File: config.mk
export PLATFORM = sky130hd
export DESIGN_NAME = bmhpq_ctrl
export DESIGN_NICKNAME = d
export VERILOG_FILES = /design/src/design/bmhpq_pkg.sv /design/src/design/bmhpq_ctrl.sv
export SDC_FILE = /design/constraint.sdc
export NUM_CORES = 1
export LEC_CHECK = 0
export BUFFER_PORTS_ARGS = -buffer_cell sky130_fd_sc_hd__buf_2
export CAP_MARGIN = 20
export CORE_AREA = 3 3 40 42
export CTS_CLUSTER_SIZE = 8
export DETAILED_ROUTE_END_ITERATION = 8
export DIE_AREA = 0 0 43 45
export MAX_ROUTING_LAYER = met4
export PLACE_DENSITY = 0.58
export SETUP_SLACK_MARGIN = 0.2
export SYNTH_ARGS = -nofsm -noshare
export SYNTH_HDL_FRONTEND = slang
export SYNTH_SLANG_ARGS = --single-unit
File: constraint.sdc
create_clock -name clk -period 2.09 [get_ports clk]
set_clock_uncertainty 0.15 [all_clocks]
set_input_delay 0.3135 -clock clk [delete_from_list [all_inputs] [get_ports clk]]
set_output_delay 0.3135 -clock clk [all_outputs]
set_load 0.005 [all_outputs]
File: src/design/bmhpq_pkg.sv
// Shared types, sizes and codes for the binary max-heap priority queue.
`timescale 1ns / 1ps
`default_nettype none

package bmhpq_pkg;

	// Heap size and field widths
	localparam int DEPTH     = 128;
	localparam int PRIO_BITS = 8;
	localparam int TAG_BITS  = 16;

	// Derived widths: an index into the store, and a count that can hold DEPTH itself
	localparam int IDX_W      = $clog2(DEPTH);
	localparam int CNT_W      = $clog2(DEPTH + 1);
	localparam int KID_W      = IDX_W + 2;
	localparam int IN_DATA_W  = ((PRIO_BITS + TAG_BITS + 7) / 8) * 8;
	localparam int OUT_DATA_W = ((PRIO_BITS + TAG_BITS + CNT_W + 7) / 8) * 8;

	// Operation codes carried on the input item
	localparam logic OP_INSERT  = 1'b0;
	localparam logic OP_EXTRACT = 1'b1;

	// Result status codes
	localparam logic [1:0] ST_INSERTED  = 2'd0;
	localparam logic [1:0] ST_OVERFLOW  = 2'd1;
	localparam logic [1:0] ST_EXTRACTED = 2'd2;
	localparam logic [1:0] ST_EMPTY     = 2'd3;

	// One heap entry
	typedef struct packed {
		logic [TAG_BITS-1:0]  tag;
		logic [PRIO_BITS-1:0] prio;
	} entry_t;

	// Commands from the controller to the datapath
	typedef struct packed {
		logic       load_in;
		logic       set_res;
		logic [1:0] res_code;
		logic       rd_par;
		logic       rd_ext;
		logic       rd_kids;
		logic       wr_item;
		logic       up_step;
		logic       take_root;
		logic       dn_step;
		logic       cnt_inc;
		logic       out_load;
	} cmd_t;

	// Status from the datapath to the controller
	typedef struct packed {
		logic full;
		logic empty;
		logic last_one;
		logic pos_root;
		logic up_win;
		logic dn_stop;
		logic out_free;
	} sts_t;

endpackage

`default_nettype wire

File: src/design/bmhpq_ctrl.sv
// Controller state machine that sequences inserts, extracts and the sift passes.
`timescale 1ns / 1ps
`default_nettype none

module bmhpq_ctrl
	import bmhpq_pkg::*;
(
	input  wire logic clk,
	input  wire logic arst_n,
	input  wire logic in_valid,
	input  wire logic in_op,
	output logic      in_ready,
	input  wire sts_t sts,
	output cmd_t      cmd
);

	localparam logic [2:0] S_IDLE    = 3'd0;
	localparam logic [2:0] S_UP_RD   = 3'd1;
	localparam logic [2:0] S_UP_CMP  = 3'd2;
	localparam logic [2:0] S_EX_TAKE = 3'd3;
	localparam logic [2:0] S_DN_RD   = 3'd4;
	localparam logic [2:0] S_DN_CMP  = 3'd5;
	localparam logic [2:0] S_FIN     = 3'd6;

	logic [2:0] state_q;
	logic [2:0] state_nxt;
	logic       accept;

	// Items are taken only between operations
	assign in_ready = (state_q == S_IDLE);
	assign accept   = in_valid && in_ready;

	// Next state and command decode
	always_comb begin
		cmd       = '0;
		state_nxt = state_q;
		unique case (state_q)
			S_IDLE: begin
				if (accept) begin
					if (in_op == OP_INSERT) begin
						if (sts.full) begin
							cmd.set_res  = 1'b1;
							cmd.res_code = ST_OVERFLOW;
							state_nxt    = S_FIN;
						end else begin
							cmd.load_in = 1'b1;
							state_nxt   = S_UP_RD;
						end
					end else begin
						if (sts.empty) begin
							cmd.set_res  = 1'b1;
							cmd.res_code = ST_EMPTY;
							state_nxt    = S_FIN;
						end else begin
							cmd.rd_ext = 1'b1;
							state_nxt  = S_EX_TAKE;
						end
					end
				end
			end
			S_UP_RD: begin
				if (sts.pos_root) begin
					cmd.wr_item  = 1'b1;
					cmd.cnt_inc  = 1'b1;
					cmd.set_res  = 1'b1;
					cmd.res_code = ST_INSERTED;
					state_nxt    = S_FIN;
				end else begin
					cmd.rd_par = 1'b1;
					state_nxt  = S_UP_CMP;
				end
			end
			S_UP_CMP: begin
				if (sts.up_win) begin
					cmd.up_step = 1'b1;
					state_nxt   = S_UP_RD;
				end else begin
					cmd.wr_item  = 1'b1;
					cmd.cnt_inc  = 1'b1;
					cmd.set_res  = 1'b1;
					cmd.res_code = ST_INSERTED;
					state_nxt    = S_FIN;
				end
			end
			S_EX_TAKE: begin
				cmd.take_root = 1'b1;
				state_nxt     = sts.last_one ? S_FIN : S_DN_RD;
			end
			S_DN_RD: begin
				cmd.rd_kids = 1'b1;
				state_nxt   = S_DN_CMP;
			end
			S_DN_CMP: begin
				if (sts.dn_stop) begin
					cmd.wr_item = 1'b1;
					state_nxt   = S_FIN;
				end else begin
					cmd.dn_step = 1'b1;
					state_nxt   = S_DN_RD;
				end
			end
			S_FIN: begin
				if (sts.out_free) begin
					cmd.out_load = 1'b1;
					state_nxt    = S_IDLE;
				end
			end
			default: begin
				state_nxt = S_IDLE;
			end
		endcase
	end

	// State register
	always_ff @(posedge clk or negedge arst_n) begin
		if (!arst_n) begin
			state_q <= S_IDLE;
		end else begin
			state_q <= state_nxt;
		end
	end

endmodule

`default_nettype wire

==> results.json <==
{
  "avgSynthCellArea_um2": 8.37,
  "async_reset_ff_share_pct": 100,
  "cts_buffers": 3,
  "worst_pin_slew_ns": 0.354,
  "largest_reg_flops": 3,
  "setup_viol": 0,
  "tns_ns": 0,
  "total_leakage_power_uw": 0.000284,
  "antenna_found_initial": 0,
  "h-tree-depth": 1,
  "post-place-cells": 78,
  "hold_depth": 3,
  "crit_arrival_ns": 1.41,
  "area_growth_pct": 56.2,
  "fin_cells": 88,
  "n_fill_cell": 145,
  "status": "completed",
  "hold_viol_final": 0,
  "firstDrtPassIters": 2,
  "gp_congestion": 0.693,
  "multiInputGateArea_um2": 254,
  "cp_cell_sequence": "or3b_1, a21o_1, o21ai_2, buf_2",
  "cts_root_buf": "clkbuf_4",
  "drt_iter0_drc": 3,
  "synth.top_cell.area_share_pct": 21.4,
  "fmax_mhz": 535,
  "relSlewSlack_pct": 75.7,
  "fin_nets": 85,
  "rsz0062_at_grt": "yes",
  "synth-seq-cells": 3,
  "core_um2": 1280,
  "netlist_instances": 42,
  "crit_family": "flip-flops",
  "worstRegToRegCells": 4,
  "crit_slowest_cell": "dfrtp_2",
  "drv_slew": 0,
  "io_buffers": 24,
  "yosysMostFrequentCell": "nor2_1",
  "synthFlopType": "dfrtp_1",
  "yosysWarnings": 0,
  "cp-start-kind": "flip-flop",
  "post-route-min-period_ns": 1.87,
  "place_hpwl_um": 709,
  "worstSkewPairLatency_ns": 0.23,
  "synth_top_area_cell": "dfrtp_1",
  "drive_gt1_share_pct": 53.4,
  "grt_pass1_wl_um": 1750,
  "wl_per_cell_um": 11.6,
  "crit_required_ns": 1.63,
  "gr-total-overflow": 0,
  "cts_tree": "built",
  "powerDensity_nw_per_um2": 1070,
  "vias": 428,
  "synthesis.nets": 53,
  "diodes": 0,
  "worstHoldPathType": "primary input to flip-flop",
  "wl_met1_um": 432,
  "drc": 0,
  "worstPathMaxFanout": 4,
  "end_kind": "output pin",
  "synth_common_cells": "nor2_1 (4), a211oi_1 (3), dfrtp_1 (3), nand2b_1 (3), nor3b_1 (3)",
  "grt_start_max_net_pins": 12,
  "clockBufferDepth": 2,
  "netlist_area_um2": 352,
  "start_util_pct": 27.4,
  "grt_pass1_vias": 431,
  "totalWireLength_um": 1020,
  "synth_cell_types": 29,
  "synth-edff-count": 0,
  "vias_per_cell": 4.86,
  "die_w_um": 43,
  "cap_violations": 0,
  "routed-wl-met3_um": 99,
  "fin_crit_sh_pct": 89.5,
  "top_register": "state_q",
  "ys_seq_area_share_pct": 21.4,
  "die_area_um2": 1940,
  "synthTopCellsByArea": "dfrtp_1 (21%), a211oi_1 (6.4%), nor3b_1 (6.4%)",
  "cp_num_buf_inv": 1,
  "path_class": "flip-flop to output pin",
  "io-pin-count": 25,
  "clk_pin_slew_ns": 0.04,
  "max_stage_delay_ns": 0.43,
  "wl_met2_um": 490,
  "die_h_um": 45,
  "top_layer": "met3",
  "critical_path_depth": 4,
  "drt.antenna.violating_nets": 0,
  "irDropWorstVdd_mv": 0.490,
  "cts_sinks": 3,
  "ff_latch_area_um2": 78.8,
  "largest_registers": "state_q: 3 flops",
  "rows": 13,
  "grt.total_usage_pct": 12.3
}
[layer usage]
layer | vias to the layer above | global-route usage, %
met3 | 0 | 2.79
met5 | - | -
met2 | 22 | 19.5
met4 | 0 | 9.04
li1 | 217 | -
met1 | 189 | 13.6
[final cells by class]
type                    instances  area share, %
inverters                       1          0.683
multi-input cells              35           46.2
well taps                      15           3.42
flip-flops and latches          3           14.4
clock buffers                   4           4.78
repair buffers                 30           30.5
[final timing paths]
kind | startpoint | end | slack [ns]
worst max-delay path | state_q[0]$_DFFE_PN0P_ | cmd[11] | 0.22
worst min-delay path | in_valid | state_q[2]$_DFFE_PN0P_ | 0.23
worst max register to register | state_q[0]$_DFFE_PN0P_ | state_q[2]$_DFFE_PN0P_ | 0.65
worst min register to register | state_q[0]$_DFFE_PN0P_ | state_q[0]$_DFFE_PN0P_ | 0.47
max in group asynchronous | arst_n | state_q[0]$_DFFE_PN0P_ | 1.42
min in group asynchronous | arst_n | state_q[2]$_DFFE_PN0P_ | 0.25
[where the power goes]
part           switching, µW  internal [µW]
Sequential              51.9           90.5
Clock                   32.2           71.7
Combinational            149            190
[kinds of logic (layout without fill, tap and decap cells)]
family / Yosys count / count (layout) / synth area share, %
and+or+nand+nor: 25 / 25 / 48.8
AOI/OAI and AO/OA: 9 / 9 / 19.2
buffers and inverters: 4 / 35 / 7.83
DFF: 3 / 3 / 21.4
muxes: 1 / 1 / 2.85
[timing repair]
item / 4_1_cts / 5_1_grt
hold buffers: 1 / 0
buffers inserted: 4 / 1
setup endpoints to repair: 5 / 6
resized for setup: 3 / 1
hold endpoints to repair: 3 / 0
pin swaps: 0 / 2
[cell usage in the layout (no fill, tap or decap), drive strengths merged, types with 2 or more instances in the layout]
master and count:
buf 29, nor2 4, clkbuf 4, nand2b 3, a211oi 3, dfrtp 3
nor3b 3, nand2 3, or3b 2, nor3 2, o21ai 2
[worst min-delay path, delay by kind of cell]
family | cells | cell delay [ns]
compound gates | 1 | 0.06
buf+inv | 1 | 0.13
simple gates | 1 | 0.07
[per-stage QoR]
stage	total power (µW)	util [%]	instance area [µm²]	setup slack, ns	hold WS, ns
floorplan	346	-	352	0.552	-0.132
global placement	410	36.3	467	0.308	-0.0367
detailed placement	407	36.3	467	0.296	-0.0355
CTS	575	41.8	537	0.187	0.233
global route	651	42.7	549	0.163	0.253
finish	585	42.7	549	0.220	0.232
Power figures use the tool's default switching activity.
